## config.mk

```make
export PLATFORM = sky130hd
export DESIGN_NAME = sb5_outq
export DESIGN_NICKNAME = d
export VERILOG_FILES = /design/src/rtl/core/sb5_pkg.sv /design/src/rtl/core/sb5_outq.sv
export SDC_FILE = /design/constraint.sdc
export NUM_CORES = 1
export LEC_CHECK = 0
export ABC_CLOCK_PERIOD_IN_PS = 4900
export BUFFER_PORTS_ARGS = -buffer_cell sky130_fd_sc_hd__buf_4
export CAP_MARGIN = 20
export CORE_UTILIZATION = 40
export DETAILED_ROUTE_END_ITERATION = 8
export GPL_TIMING_DRIVEN = 0
export PLACE_DENSITY = 0.61
export SETUP_SLACK_MARGIN = 0.02
export SYNTH_ARGS = -nofsm -noshare
export SYNTH_HDL_FRONTEND = slang
export SYNTH_SLANG_ARGS = --single-unit
```

## constraint.sdc

```tcl
create_clock -name clk -period 4.9 [get_ports clk]
set_clock_uncertainty 0.1 [all_clocks]
set_input_delay 0.49 -clock clk [delete_from_list [all_inputs] [get_ports clk]]
set_output_delay 0.49 -clock clk [all_outputs]
set_load 0.02 [all_outputs]
```

## src/rtl/core/sb5_pkg.sv

```systemverilog
// shared types, constants and filter functions for the separable 5-tap blur
package sb5_pkg;

  // frame geometry
  localparam int DEFAULT_MAX_WIDTH = 1024;
  localparam int LINE_COUNT        = 4;
  localparam int SLOT_W            = $clog2(LINE_COUNT);
  localparam int MIN_DIM           = 5;
  localparam int MAX_HEIGHT        = 4096;
  localparam int ROW_W             = 12;
  localparam int HEIGHT_W          = 13;
  localparam int WIDTH_REG_W       = 11;
  localparam int CFG_DATA_W        = 13;

  // pixel packing: blue in the low byte, red in the high byte
  localparam int CHAN_W = 8;
  localparam int PIX_W  = 3 * CHAN_W;
  localparam int LINE_W = LINE_COUNT * PIX_W;

  // tap sum is at most 10 * 255, divide by 10 through a reciprocal
  localparam int SUM_W       = 12;
  localparam int DIV10_MUL   = 52429;
  localparam int DIV10_SHIFT = 19;
  localparam int PROD_W      = 28;

  // output queue
  localparam int OQ_DEPTH = 3;
  localparam int OQ_PW    = $clog2(OQ_DEPTH);
  localparam int OQ_CW    = $clog2(OQ_DEPTH + 1);

  // configuration register indexes
  localparam logic REG_IMAGE_WIDTH  = 1'b0;
  localparam logic REG_IMAGE_HEIGHT = 1'b1;

  typedef struct packed {
    logic [CHAN_W-1:0] blue_in;
    logic [CHAN_W-1:0] green_in;
    logic [CHAN_W-1:0] red_in;
  } pixel_t;

  typedef struct packed {
    logic [CHAN_W-1:0] blue_out;
    logic [CHAN_W-1:0] green_out;
    logic [CHAN_W-1:0] red_out;
    logic              frame_end;
  } result_t;

  // horizontal result on its way to the line store
  typedef struct packed {
    logic              valid;
    logic              emit;
    logic              last;
    logic [SLOT_W-1:0] slot;
    logic [PIX_W-1:0]  hv;
  } stage_t;

  // truncating divide by 10, exact over the tap sum range
  function automatic logic [CHAN_W-1:0] div10(input logic [SUM_W-1:0] s);
    logic [PROD_W-1:0] p;
    p = PROD_W'(s) * PROD_W'(DIV10_MUL);
    return p[DIV10_SHIFT +: CHAN_W];
  endfunction

  // taps 1,2,4,2,1 per channel over five packed pixels
  function automatic logic [PIX_W-1:0] tap5(input logic [PIX_W-1:0] a,
                                            input logic [PIX_W-1:0] b,
                                            input logic [PIX_W-1:0] m,
                                            input logic [PIX_W-1:0] d,
                                            input logic [PIX_W-1:0] e);
    logic [PIX_W-1:0] res;
    logic [SUM_W-1:0] s;
    res = '0;
    for (int k = 0; k < 3; k++) begin
      s = SUM_W'(a[CHAN_W*k +: CHAN_W])
        + SUM_W'({b[CHAN_W*k +: CHAN_W], 1'b0})
        + SUM_W'({m[CHAN_W*k +: CHAN_W], 2'b00})
        + SUM_W'({d[CHAN_W*k +: CHAN_W], 1'b0})
        + SUM_W'(e[CHAN_W*k +: CHAN_W]);
      res[CHAN_W*k +: CHAN_W] = div10(s);
    end
    return res;
  endfunction

endpackage

```

## src/rtl/core/sb5_outq.sv

```systemverilog
// small result queue decoupling the pipeline from the output stall
module sb5_outq import sb5_pkg::*; (
  input  logic             clk,
  input  logic             rst,
  input  logic             push,
  input  result_t          push_data,
  output logic             valid,
  input  logic             stall,
  output result_t          data,
  output logic [OQ_CW-1:0] count
);

  result_t          entries [OQ_DEPTH];
  logic [OQ_PW-1:0] wr_ptr;
  logic [OQ_PW-1:0] rd_ptr;
  logic             pop;

  assign valid = (count != '0);
  assign pop   = valid && !stall;
  assign data  = entries[rd_ptr];

  // storage
  always_ff @(posedge clk) begin
    if (push) begin
      entries[wr_ptr] <= push_data;
    end
  end

  // pointers and fill count
  always_ff @(posedge clk) begin
    if (rst) begin
      wr_ptr <= '0;
      rd_ptr <= '0;
      count  <= '0;
    end else begin
      if (push) begin
        wr_ptr <= (wr_ptr == OQ_PW'(OQ_DEPTH - 1)) ? '0 : wr_ptr + OQ_PW'(1);
      end
      if (pop) begin
        rd_ptr <= (rd_ptr == OQ_PW'(OQ_DEPTH - 1)) ? '0 : rd_ptr + OQ_PW'(1);
      end
      count <= count + OQ_CW'(push) - OQ_CW'(pop);
    end
  end

endmodule

```

==> Word level (Yosys, flattened, before mapping) <==
Memory sizes are Yosys's and may differ from the RTL's. A register that Yosys moved wholly into a read port is not among the register bits.
Index checks and enable logic that the tools add are counted.
{ "totals": {"regBits": 6, "ramBits": 75, "inputBits": 29, "elab_cells": 19, "output_inout_bits": 28, "n_memories": 1} }
{ "memory_table": {"columns": ["name", "words", "word_bits", "read_ports", "rd_clocked_by_memory_dff", "write_ports", "line", "rtl"], "rows": [
  ["entries", 3, 25, 1, 1, 1, "sb5_outq.sv:13", "result_t entries [OQ_DEPTH];"]
]} }
{ "classes": {"n_mux": 6, "eq_ne": 2, "n_addsub": 4, "n_reduce_logical": 3} }
{ "op_table": {"columns": ["operator", "n"], "rows": [
  ["2-to-1 mux 2 bit", 4],
  ["adder 2 x 1 -> 2 bit, second input constant", 2],
  ["equality test 2 bit, second input constant", 2],
  ["adder 2 x 1 -> 2 bit", 1],
  ["2-to-1 mux 1 bit", 2],
  ["nonzero test 2 bit", 1],
  ["subtractor 2 x 1 -> 2 bit", 1],
  ["logical AND 1 bit", 1],
  ["zero test 1 bit", 1]
]} }

==> Longest topological paths before layout <==
{ "logic_depth": {"depth_word": 4, "ltp_mapped": 5, "mapped_depth_nobuf": 5} }

==> Least setup slack after synthesis <==
OpenSTA, ideal clock, no wires.
{ "synth_path": {"path_type": "input to register", "startpoint": "input push", "endpoint": "memory entries[0][0] (netlist bit) (enable)", "arrival_time_ns": 2.417, "stages": 1, "slack_ns": 1.936, "required_time_ns": 4.354, "path_cell_list": "nor3b_1"} }
{ "synth_via": {"elab_chain_len": 2} }
{ "synth_rtl": {"columns": ["element", "line", "rtl"], "rows": [
  ["from (decl)", "sb5_outq.sv:5", "input logic push,"],
  ["2-to-1 mux 1 bit", "sb5_outq.sv:24", "if (push) begin"],
  ["2-to-1 mux 1 bit (implied by the code)", "sb5_outq.sv:25", "entries[wr_ptr] <= push_data;"],
  ["to (decl)", "sb5_outq.sv:13", null]
]} }
Every way passes these cells.

==> results.toml <==
[outcome]
run_status = "completed"

[setup_path]
cp.required_ps = 4310
timing.rr.end = "entries[0][5]"
timing.critical_path.arrival_ps = 1600
crit_path_max_fanout = 10
rrSetupSlack_ps = 3190
worstRegToRegCells = 3
setup.worst_path.class = "reg -> out"
worst_setup_path_end_kind = "output port"
timing.critical_path.from_type = "flop"
regToRegStartpoint = "wr_ptr[1]"

[floorplanning]
die-height_um = 90.7
die_w_um = 90.7
floorplan.initialDensity = 0.425
io-pin-count = 57
num_rows = 31
die-area_um2 = 8220
core_um2 = 7410

[min_path]
worst_hold_startpoint = "push_data[2]"
hp-class = "in -> reg"
min_delay_worst_endpoint = "entries[2][2]"
hold_path_depth = 1

[logic_synthesis]
synth_enable_flop_cells = 75
post_synth_inst_count = 194
synth_largest_type_area_fraction = 0.716
synthTopCellsByArea = "edfxtp_1 (72%), mux2i_1 (8.6%), dfxtp_1 (5.1%)"
seq_area_frac_synth = 0.767
yosysMostFrequentCell = "edfxtp_1"
synthTopCellsByCount = "edfxtp_1 (75), mux2i_1 (27), nand2_1 (27)"
post_synth_num_cell_types = 24
synth_area_leader_cell = "edfxtp_1"
number_of_flip_flops_and_latches_in_the_synthesized_netlist = 83
ys_async_sr_fraction = 0
syn_area_per_cell_um2 = 16.2
synth-warning-count = 0
synth_top_flop_cell = "edfxtp_1"
syn-num-nets = 224
mappedNetlistArea_um2 = 3150

[global_routing]
first_global_vias = 1759
largest_net_degree_at_the_start_of_global_routing = 26
grt.total_usage = 0.145
grt_antenna_before_repair = 0
global_route_wire_length_before_repair_um = 8670
grt-ovfl-total = 0

[sta]
finalSetupViolations = 0
timing_max_transition_violations_final = 0
fin_setup_tns_ps = 0
slew-limit-headroom = 0.447
unrepaired_setup_endpoints_after_global_routing = "false"
timing.fmax_mhz = 457
min_period_ps = 2190
report.final.hold_viol_count = 0
timing_worst_slew_pin_value_ps = 829
final_period_util = 0.447

[place]
gp_congestion = 0.639
placement.cell_area_um2 = 3750
port_buffers = 56
placedCellCount = 352
dp_hpwl_um = 3520

[detailed_routing]
wl_per_cell_um = 14.8
antenna_left = 0
drt_wl_total_um = 5450
first_pass_iters = 4
drt_iter0_markers = 66
routed_via_density = 4.69
num_vias = 1730
detail_route.drc_violations = 0

[clock_network]
cts-buffers-inserted = 9
post_cts_hold_buffer_count = 0
cts.htree.levels = 3
cts_sinks = 83
clk-insertion-delay-late_ps = 340
post_cts_buffers = 0
ctsRootBufferMaster = "clkbuf_8"
post_cts_resized = 0
max-clock-path-buffers = 2
cts_tree = "built"
clk_transition_reported_paths_ps = 80

[layout]
antenna-diode-count = 0
area_growth_syn_to_layout_pct = 26.8
stdcell_area_um2 = 3990
finalNetCount = 295
layoutNonFillerInstCount = 369
filler_cell_count = 636
layout-drive-gt1-share = 0.315

[power_and_ir_drop]
fin_total_pwr_mw = 1.51
worst_ir_drop_vdd_v = 0.000190
powerDensity_nw_per_um2 = 378
static-leakage-power_nw = 1.40

[job]
max_cap_viol_count = 0
[layout by cell type (no fill, tap or decap), drive strengths merged]
cell and count:
nor3b 1, clkinvlp 1, and2b 2, inv 1, clkbuf 16, a21oi 1, nand2b 3, clkinv 2
or3b 1, nor3 1, o21ba 2, bufinv 2, nor2b 2, nor2 2, ha 1, edfxtp 75
buf 63, mux2 3, dfxtp 8, nand3b 1, o21ai 27, nand2 27, or2 1, mux2i 27
[worst max-delay path: stages (launching register included)]
cell and delay (ps):
dfxtp_1 400, clkbuf_1 430, nand2_1 80, o21ai_0 150, buf_4 200
[flip-flops by register name, summed over array words and instances (netlist names), named ones only]
name / cells
count: 2
entries: 75
rd_ptr: 2
wr_ptr: 2
[kinds of logic (layout without fill, tap and decap cells)]
family | count (synthesis) | in the layout | share of synthesized area
AO/OA/AOI/OAI | 30 | 30 | 0.0529
buffers and inverters | 9 | 85 | 0.0191
flip-flops | 83 | 83 | 0.767
multiplexers | 30 | 30 | 0.0967
AND/OR/NAND/NOR | 41 | 41 | 0.0605
adder cells (fa/ha/maj) | 1 | 1 | 0.00398
[final cells by class]
| cell class | instances | area [µm²] | area share |
|---|---|---|---|
| Inverter | 1 | 3.75 | 0.000941 |
| Buffer | 8 | 56.3 | 0.0141 |
| Timing Repair Buffer | 60 | 502 | 0.126 |
| Clock buffer | 11 | 131 | 0.0329 |
| Clock inverter | 5 | 77.6 | 0.0195 |
| Sequential cell | 83 | 2410 | 0.605 |
| Multi-Input combinational cell | 102 | 681 | 0.171 |
| Tap cell | 99 | 124 | 0.0311 |
[power breakdown]
part	switching (mW)	internal, mW	leakage, nW	total, mW
combinational	0.0985	0.0845	0.535	0.183
clock	0.226	0.286	0.103	0.511
sequential	0.00890	0.805	0.759	0.814
[through the flow]
stage / setup slack, ps / hold slack, ps / utilization
6_report: 2710 / 236 / 0.538
5_1_grt: 2590 / 213 / 0.538
4_1_cts: 2690 / 223 / 0.535
3_5_place_dp: 2830 / 410 / 0.506
3_3_place_gp: 475 / 381 / 0.498
2_1_floorplan: 1940 / 365 / -
[how the worst max path moves through the flow]
stage | to | startpoint | slack [ps] | depth (start not counted)
final | data[14] | flop | 2710 | 4
after global routing | data[14] | flop | 2590 | 4
after detailed placement | entries[1][10] | push | 2830 | 3
after floorplan | entries[0][0] | push | 1940 | 1
after global placement | wr_ptr[0] | push | 480 | 3
after CTS | data[14] | flop | 2690 | 4
[metal layers]
| metal | track usage | routed length, µm |
|---|---|---|
| met2 | 0.234 | 2690 |
| met4 | 0.0726 | 88 |
| met5 | 0 | 0 |
| met1 | 0.177 | 2370 |
| met3 | 0.0429 | 303 |
Power figures use the tool's default switching activity.
