`config.mk`:
```
export PLATFORM = sky130hd
export DESIGN_NAME = sb5_hpass
export DESIGN_NICKNAME = d
export VERILOG_FILES = /design/src/rtl/core/sb5_pkg.sv /design/src/rtl/core/sb5_hpass.sv
export SDC_FILE = /design/constraint.sdc
export NUM_CORES = 1
export LEC_CHECK = 0
export ABC_AREA = 1
export ABC_CLOCK_PERIOD_IN_PS = 6900
export BUFFER_PORTS_ARGS = -buffer_cell sky130_fd_sc_hd__buf_4
export CAP_MARGIN = 10
export CORE_MARGIN = 1.5
export CORE_UTILIZATION = 47
export CTS_BUF_LIST = sky130_fd_sc_hd__clkbuf_4 sky130_fd_sc_hd__clkbuf_8 sky130_fd_sc_hd__clkbuf_16
export CTS_CLUSTER_SIZE = 30
export DETAILED_ROUTE_END_ITERATION = 8
export MAX_ROUTING_LAYER = met4
export PLACE_DENSITY = 0.62
export SLEW_MARGIN = 10
export SYNTH_ARGS = -nofsm -noshare
export SYNTH_HDL_FRONTEND = slang
export SYNTH_SLANG_ARGS = --single-unit
export TNS_END_PERCENT = 5
```
`constraint.sdc`:
```
create_clock -name clk -period 6.9 [get_ports clk]
set_clock_uncertainty 0.05 [all_clocks]
set_input_delay 0.69 -clock clk [delete_from_list [all_inputs] [get_ports clk]]
set_output_delay 0.69 -clock clk [all_outputs]
set_load 0.1 [all_outputs]
```
`src/rtl/core/sb5_pkg.sv`:
```
// shared types, constants and filter functions for the separable 5-tap blur
package sb5_pkg;

  // frame geometry
  localparam int DEFAULT_MAX_WIDTH = 1024;
  localparam int LINE_COUNT        = 4;
  localparam int SLOT_W            = $clog2(LINE_COUNT);
  localparam int MIN_DIM           = 5;
  localparam int MAX_HEIGHT        = 4096;
  localparam int ROW_W             = 12;
  localparam int HEIGHT_W          = 13;
  localparam int WIDTH_REG_W       = 11;
  localparam int CFG_DATA_W        = 13;

  // pixel packing: blue in the low byte, red in the high byte
  localparam int CHAN_W = 8;
  localparam int PIX_W  = 3 * CHAN_W;
  localparam int LINE_W = LINE_COUNT * PIX_W;

  // tap sum is at most 10 * 255, divide by 10 through a reciprocal
  localparam int SUM_W       = 12;
  localparam int DIV10_MUL   = 52429;
  localparam int DIV10_SHIFT = 19;
  localparam int PROD_W      = 28;

  // output queue
  localparam int OQ_DEPTH = 3;
  localparam int OQ_PW    = $clog2(OQ_DEPTH);
  localparam int OQ_CW    = $clog2(OQ_DEPTH + 1);

  // configuration register indexes
  localparam logic REG_IMAGE_WIDTH  = 1'b0;
  localparam logic REG_IMAGE_HEIGHT = 1'b1;

  typedef struct packed {
    logic [CHAN_W-1:0] blue_in;
    logic [CHAN_W-1:0] green_in;
    logic [CHAN_W-1:0] red_in;
  } pixel_t;

  typedef struct packed {
    logic [CHAN_W-1:0] blue_out;
    logic [CHAN_W-1:0] green_out;
    logic [CHAN_W-1:0] red_out;
    logic              frame_end;
  } result_t;

  // horizontal result on its way to the line store
  typedef struct packed {
    logic              valid;
    logic              emit;
    logic              last;
    logic [SLOT_W-1:0] slot;
    logic [PIX_W-1:0]  hv;
  } stage_t;

  // truncating divide by 10, exact over the tap sum range
  function automatic logic [CHAN_W-1:0] div10(input logic [SUM_W-1:0] s);
    logic [PROD_W-1:0] p;
    p = PROD_W'(s) * PROD_W'(DIV10_MUL);
    return p[DIV10_SHIFT +: CHAN_W];
  endfunction

  // taps 1,2,4,2,1 per channel over five packed pixels
  function automatic logic [PIX_W-1:0] tap5(input logic [PIX_W-1:0] a,
                                            input logic [PIX_W-1:0] b,
                                            input logic [PIX_W-1:0] m,
                                            input logic [PIX_W-1:0] d,
                                            input logic [PIX_W-1:0] e);
    logic [PIX_W-1:0] res;
    logic [SUM_W-1:0] s;
    res = '0;
    for (int k = 0; k < 3; k++) begin
      s = SUM_W'(a[CHAN_W*k +: CHAN_W])
        + SUM_W'({b[CHAN_W*k +: CHAN_W], 1'b0})
        + SUM_W'({m[CHAN_W*k +: CHAN_W], 2'b00})
        + SUM_W'({d[CHAN_W*k +: CHAN_W], 1'b0})
        + SUM_W'(e[CHAN_W*k +: CHAN_W]);
      res[CHAN_W*k +: CHAN_W] = div10(s);
    end
    return res;
  endfunction

endpackage

```
`src/rtl/core/sb5_hpass.sv`:
```
// position counters, row window and horizontal pass
module sb5_hpass import sb5_pkg::*; #(
  parameter int MAX_WIDTH = DEFAULT_MAX_WIDTH,
  localparam int AW = $clog2(MAX_WIDTH),
  localparam int WW = $clog2(MAX_WIDTH + 1)
) (
  input  logic                clk,
  input  logic                rst,
  input  logic                accept,
  input  pixel_t              pixel,
  input  logic [WW-1:0]       eff_width,
  input  logic [HEIGHT_W-1:0] eff_height,
  output logic                rd_en,
  output logic [AW-1:0]       rd_addr,
  output stage_t              stage,
  output logic [AW-1:0]       stage_addr
);

  logic [AW-1:0]       col;
  logic [ROW_W-1:0]    row;
  logic [PIX_W-1:0]    win [4];
  logic [PIX_W-1:0]    cur;
  logic [WW-1:0]       col_w;
  logic [WW-1:0]       col_inc;
  logic [HEIGHT_W-1:0] row_h;
  logic [HEIGHT_W-1:0] row_inc;
  logic                compute;
  stage_t              stage_next;

  assign cur     = {pixel.red_in, pixel.green_in, pixel.blue_in};
  assign col_w   = WW'(col);
  assign col_inc = col_w + WW'(1);
  assign row_h   = HEIGHT_W'(row);
  assign row_inc = row_h + HEIGHT_W'(1);

  // a full five-pixel window inside the current row
  assign compute = (col >= AW'(4)) && (col_w < eff_width);
  assign rd_en   = accept && compute;
  assign rd_addr = col - AW'(2);

  // next stage contents
  always_comb begin
    stage_next.valid = rd_en;
    stage_next.emit  = (row >= ROW_W'(4)) && (row_h < eff_height);
    stage_next.last  = (row_h == eff_height - HEIGHT_W'(1))
                    && (col_w == eff_width - WW'(1));
    stage_next.slot  = row[SLOT_W-1:0];
    stage_next.hv    = tap5(win[0], win[1], win[2], win[3], cur);
  end

  // position counters and window shift
  always_ff @(posedge clk) begin
    if (rst) begin
      col <= '0;
      row <= '0;
      for (int k = 0; k < 4; k++) begin
        win[k] <= '0;
      end
    end else if (accept) begin
      win[0] <= win[1];
      win[1] <= win[2];
      win[2] <= win[3];
      win[3] <= cur;
      if (col_inc >= eff_width) begin
        col <= '0;
        row <= (row_inc >= eff_height) ? '0 : row_inc[ROW_W-1:0];
      end else begin
        col <= col_inc[AW-1:0];
      end
    end
  end

  // stage register
  always_ff @(posedge clk) begin
    if (rst) begin
      stage.valid <= 1'b0;
    end else begin
      stage.valid <= stage_next.valid;
    end
    stage.emit <= stage_next.emit;
    stage.last <= stage_next.last;
    stage.slot <= stage_next.slot;
    stage.hv   <= stage_next.hv;
    stage_addr <= rd_addr;
  end

endmodule

```
# After elaboration in Yosys (flattened, before gate mapping)
# Memory sizes are Yosys's and may differ from the RTL's.
# Index checks and enable logic that the tools add are counted.
op_classes:
  add_sub_neg: 17
  n_mul: 3
  magnitude_cmp: 6
  mux: 11
  n_eq_ne: 2
  bitwise: 4
  n_reduce_logical: 5
op_table:
  columns: ["cell", "n"]
  rows:
  - ["$mux 24", 4]
  - ["$mul 12x16->27 const B", 3]
  - ["$add 11x9->12", 3]
  - ["$add 12x8->12", 3]
  - ["$add 10x10->11", 3]
  - ["$add 8x9->10", 3]
  - ["$add 12x1->13 const B", 1]
  - ["$eq 12x13->1", 1]
  - ["$ge 13x13->1", 1]
  - ["$lt 12x13->1", 1]
  - ["$sub 13x1->13 const B", 1]
  - ["$ge 12x3->1 const B", 1]
  - ["$mux 12", 1]
  - ["$add 10x1->11 const B", 1]
  - ["$eq 10x11->1", 1]
  - ["$ge 11x11->1", 1]
  - ["$lt 10x11->1", 1]
  - ["$sub 11x1->11 const B", 1]
  - ["$ge 10x3->1 const B", 1]
  - ["$mux 10", 1]
  - ["$sub 10x2->10 const B", 1]
  - ["$mux 1", 5]
  - ["$logic_and 1x1->1", 4]
  - ["$or 1x1->1", 4]
  - ["$reduce_and 2->1", 1]
word_totals:
  wordCells: 57
  output_inout_bits: 50
  register_bits: 61
  mem_count: 1
  ramBits: 96
memory_table:
  columns: ["name", "depth", "width", "read_ports", "rd_ports_with_merged_regs", "wr", "line", "text"]
  rows:
  - ["win", 4, 24, 4, 0, 4, "sb5_hpass.sv:21", "logic [PIX_W-1:0] win [4];"]

# Logic depth before layout (Yosys ltp)
# An unclocked memory read counts as a cell.
depth:
  depth_word: 6
  depth_mapped: 37

# Least setup slack after synthesis
# No wires, ideal clock.
synth_timing:
  path_type: "in2reg"
  from: "input pixel[3] (netlist name)"
  to: "register stage[23] (netlist name)"
  path_stages: 29
  arrival_ns: 6.982
  setup_slack_ns: -0.244
  t_required_ns: 6.738
  cell_sequence: "inv_1 -> fa_1 -> inv_1 -> fa_1 -> fa_1 -> ha_1 -> fa_1 -> nand3_1 -> nand3_1 -> xor2_1 -> ha_1 -> fa_1 -> inv_1 -> fa_1 -> inv_1 -> fa_1 -> inv_1 -> fa_1 -> inv_1 -> ha_1 -> a21oi_1 -> a21boi_0 -> o21ai_0 -> nand2_1 -> nand2_1 -> nor2_1 -> inv_1 -> nand2_1 -> nand2_1"
synth_rtl:
  columns: ["element", "line", "text"]
  rows:
  - ["start, declared", "sb5_hpass.sv:10", "input pixel_t pixel,"]
  - ["end, declared", "sb5_hpass.sv:15", "output stage_t stage,"]

==> results by group <==
Yosys
  – Xor/xnor cell area share of the yosys netlist: 2.931%
  – Simple-Gate Fraction of Synth Area: 17.25%
  – Main synth FF type: edfxtp_1
  – Synthesis Warnings: 0
  – Syn Std Cell Area: 0.01964 mm²
  – Syn Area/Cell: 8.102 µm²
  – Top post-synthesis cells by area: fa_1 20%, ha_1 20%, edfxtp_1 15%
  – Sequential-to-total area share from yosys stat: 20.90%
  – Post-synth ARST share: 0%
  – Syn Inst Count: 2,424
  – Count of different cell masters after synthesis: 57
  – Number of synthesized register bits: 157
  – Multiplexer area fraction after synthesis: 0%
  – Post-synth top cells: 669 x inv_1, 351 x nand2_1, 307 x ha_1, 270 x nor2_1, 195 x fa_1
  – Synth top area share: 19.88%
  – Compound-Gate Fraction of Synth Area: 6.027%
  – Yosys top cell by area: fa_1
  – Post-synth EDFFs: 96
  – Count leader, synth: inv_1
  – Syn_nets: 2,977
  – Main combinational cell family by area after synthesis: adder cells
  – Post-Synth Adder-Cell Area: 39.44%

GRT
  – Antenna violations before repair: 0
  – Vias in the first global route: 15.61k
  – GRT Total Usage: 21.93%
  – First-pass GRT wire length: 74.56 mm
  – Largest net degree at the start of global routing: 97
  – GRT Residual Overflow: 0

Clock tree
  – Worst-path clk slew: 80 ps
  – H-tree Lvls: 4
  – TritonCTS clock tree: yes
  – Clock root cell: clkbuf_16
  – Hold Buf Count CTS: 0
  – CTS Buf Count: 17
  – CTS sink cnt: 157
  – CTS Buffer Depth: 2
  – Worst-Skew Late Latency: 470 ps

Drt
  – DRC Markers: 5
  – 1st-iter DRT viols: 707
  – WL per Instance: 13.79 µm
  – Drt pass-1 iters: 7
  – Vias per cell: 4.858
  – Total wire length: 44.98 mm
  – Final antenna-violating net count: 0
  – DR vias: 15.85k

Floorplan
  – Site Rows: 74
  – Core ar.: 0.04102 mm²
  – Initial core utilization: 47.88%
  – Die Y: 207.4 µm
  – Die span in x: 207.4 µm
  – Die area: 0.04302 mm²
  – I/O pin count: 101

Critical path
  – CP most frequent cell: inv_1
  – Worst R2R Path Depth: 30
  – Crit path max fanout: 4
  – WP data arrival: 7140 ps
  – WS Path Type: in -> reg
  – Type of origin of the critical path: input pin
  – CP Capture Type: flip-flop
  – Critical path's slowest cell: fa_1
  – Worst r2r src: win[1][18]
  – CP peak stage delay: 580 ps
  – Worst endpoint required time: 7240 ps
  – Reg2Reg Setup Slack: 120 ps
  – RR Endpoint: stage[20]

STA
  – Setup tns final: 0 ps
  – Post-route clock period utilization: 98.46%
  – Final hold viol count: 0
  – Slew @ Worst Pin: 1062 ps
  – Minimum clock period: 6794 ps
  – Unrepaired setup endpoints after global routing: true
  – Finish-stage setup viols: 0
  – Max Slew Vio Count: 0
  – Rel. slew slack: 29.23%
  – Max Clk Rate: 147.2 MHz

Outcome
  – Failing checks: DRC
  – Status: complete, but fails checks

Cells and area
  – Sequential cell area: 0.004104 mm²
  – Layout cells sized above 1: 18.86%
  – Area of the multi-input gates: 0.01373 mm²
  – Layout area overhead: 21.57%
  – Fill count: 3,726
  – ANT cells: 0
  – Nets: 3,270

Min path
  – Start point of the worst hold path: rst
  – Hold Path Depth: 2
  – Hold crit path type: in -> reg
  – Endpoint, Worst Hold: stage[28]

Placement
  – Detailed Place HPWL: 37.66 mm
  – Placer congestion estimate: 0.9262
  – I/O Buffers: 100

Job
  – Maxcap violations: 0
area by class of cell:
cell class,instances,share of cell area (%)
well taps,532,2.788
inverters,678,10.68
clock inverters,15,0.8176
flip-flops and latches,157,17.19
multi-input cells,1569,57.50
repair buffers,294,9.245
clock buffers,17,1.782
layout by cell type (no fill, tap or decap), types with 8 or more instances in the layout:
| master | synthesis | final |
|---|---|---|
| nor2_1 | 270 | 255 |
| o21bai_1 | 8 | 8 |
| fa_1 | 195 | 189 |
| xor2_2 | 2 | 8 |
| nand4_1 | 31 | 31 |
| a21oi_2 | 2 | 17 |
| o21ai_1 | 3 | 12 |
| xor2_1 | 55 | 48 |
| nand3_1 | 92 | 82 |
| a21oi_1 | 85 | 68 |
| inv_2 | 7 | 24 |
| edfxtp_1 | 96 | 96 |
| nor2_2 | 5 | 16 |
| clkbuf_16 | 0 | 17 |
| inv_1 | 669 | 651 |
| a21o_1 | 16 | 16 |
| ha_1 | 307 | 272 |
| nor3_1 | 14 | 12 |
| nand3_2 | 2 | 10 |
| ha_4 | 0 | 28 |
| buf_4 | 1 | 294 |
| o21ai_0 | 55 | 46 |
| nand2_1 | 351 | 332 |
| nand2_2 | 11 | 27 |
| dfxtp_1 | 61 | 61 |
metal layers:
| metal | vias to the layer above | wire length (µm) | track usage [%] |
|---|---|---|---|
| met5 | - | 0 | - |
| met3 | 33 | 1563 | 2.890 |
| li1 | 8035 | - | - |
| met1 | 7524 | 21570 | 29.65 |
| met2 | 254 | 21280 | 34.89 |
| met4 | 0 | 572 | 5.477 |
what timing repair did:
| item | 4_1_cts | 5_1_grt |
|---|---|---|
| setup endpoints to repair | 11 | 24 |
| gates resized for setup | 26 | 124 |
| pin swaps | 23 | 71 |
| setup buffers | 2 | 4 |
flip-flops by register name, indices dropped and copies added (netlist names):
name	count
stage_addr	10
row	12
col	10
stage	29
win	96
stage by stage:
stage | instance area (µm²) | hold slack [ps] | worst slack, ps | utilization, % | std cells
final | 23870 | 381.1 | 106.0 | 58.21 | 3262
after global routing | 23870 | 356.6 | -157.8 | 58.21 | 3262
after CTS | 23250 | 349.7 | -23.18 | 56.67 | 3258
after detailed placement | 22510 | 376.5 | -576.8 | 54.88 | 3224
after global placement | 22510 | 371.1 | -483.9 | 54.88 | 3224
after floorplan | 19780 | 333.1 | -28.52 | - | 2424
critical path: cells and delay by family:
kind            cells  cell delay (ps)
xor+xnor            1              150
fa+ha+maj           9             4230
compound gates      2              410
buf+inv            11              690
simple gates        9              970
worst max-delay path by stage:
stage | depth (start not counted) | startpoint | end
2_1_floorplan | 33 | pixel[19] | stage[6]
3_3_place_gp | 30 | pixel[4] | stage[20]
3_5_place_dp | 34 | pixel[19] | stage[5]
4_1_cts | 31 | win[1][10] | stage[15]
5_1_grt | 35 | win[1][19] | stage[23]
6_report | 32 | pixel[7] | stage[20]
logic make-up (layout without fill, tap and decap cells):
| family | Yosys count | count (layout) |
|---|---|---|
| flops | 157 | 157 |
| xor+xnor | 64 | 64 |
| compound gates | 204 | 204 |
| simple gates | 799 | 799 |
| fa+ha+maj | 502 | 502 |
| buf+inv | 698 | 1004 |
Power is not shown: default switching activity piles up to over one toggle a cycle in this logic, so the estimate is an artifact.
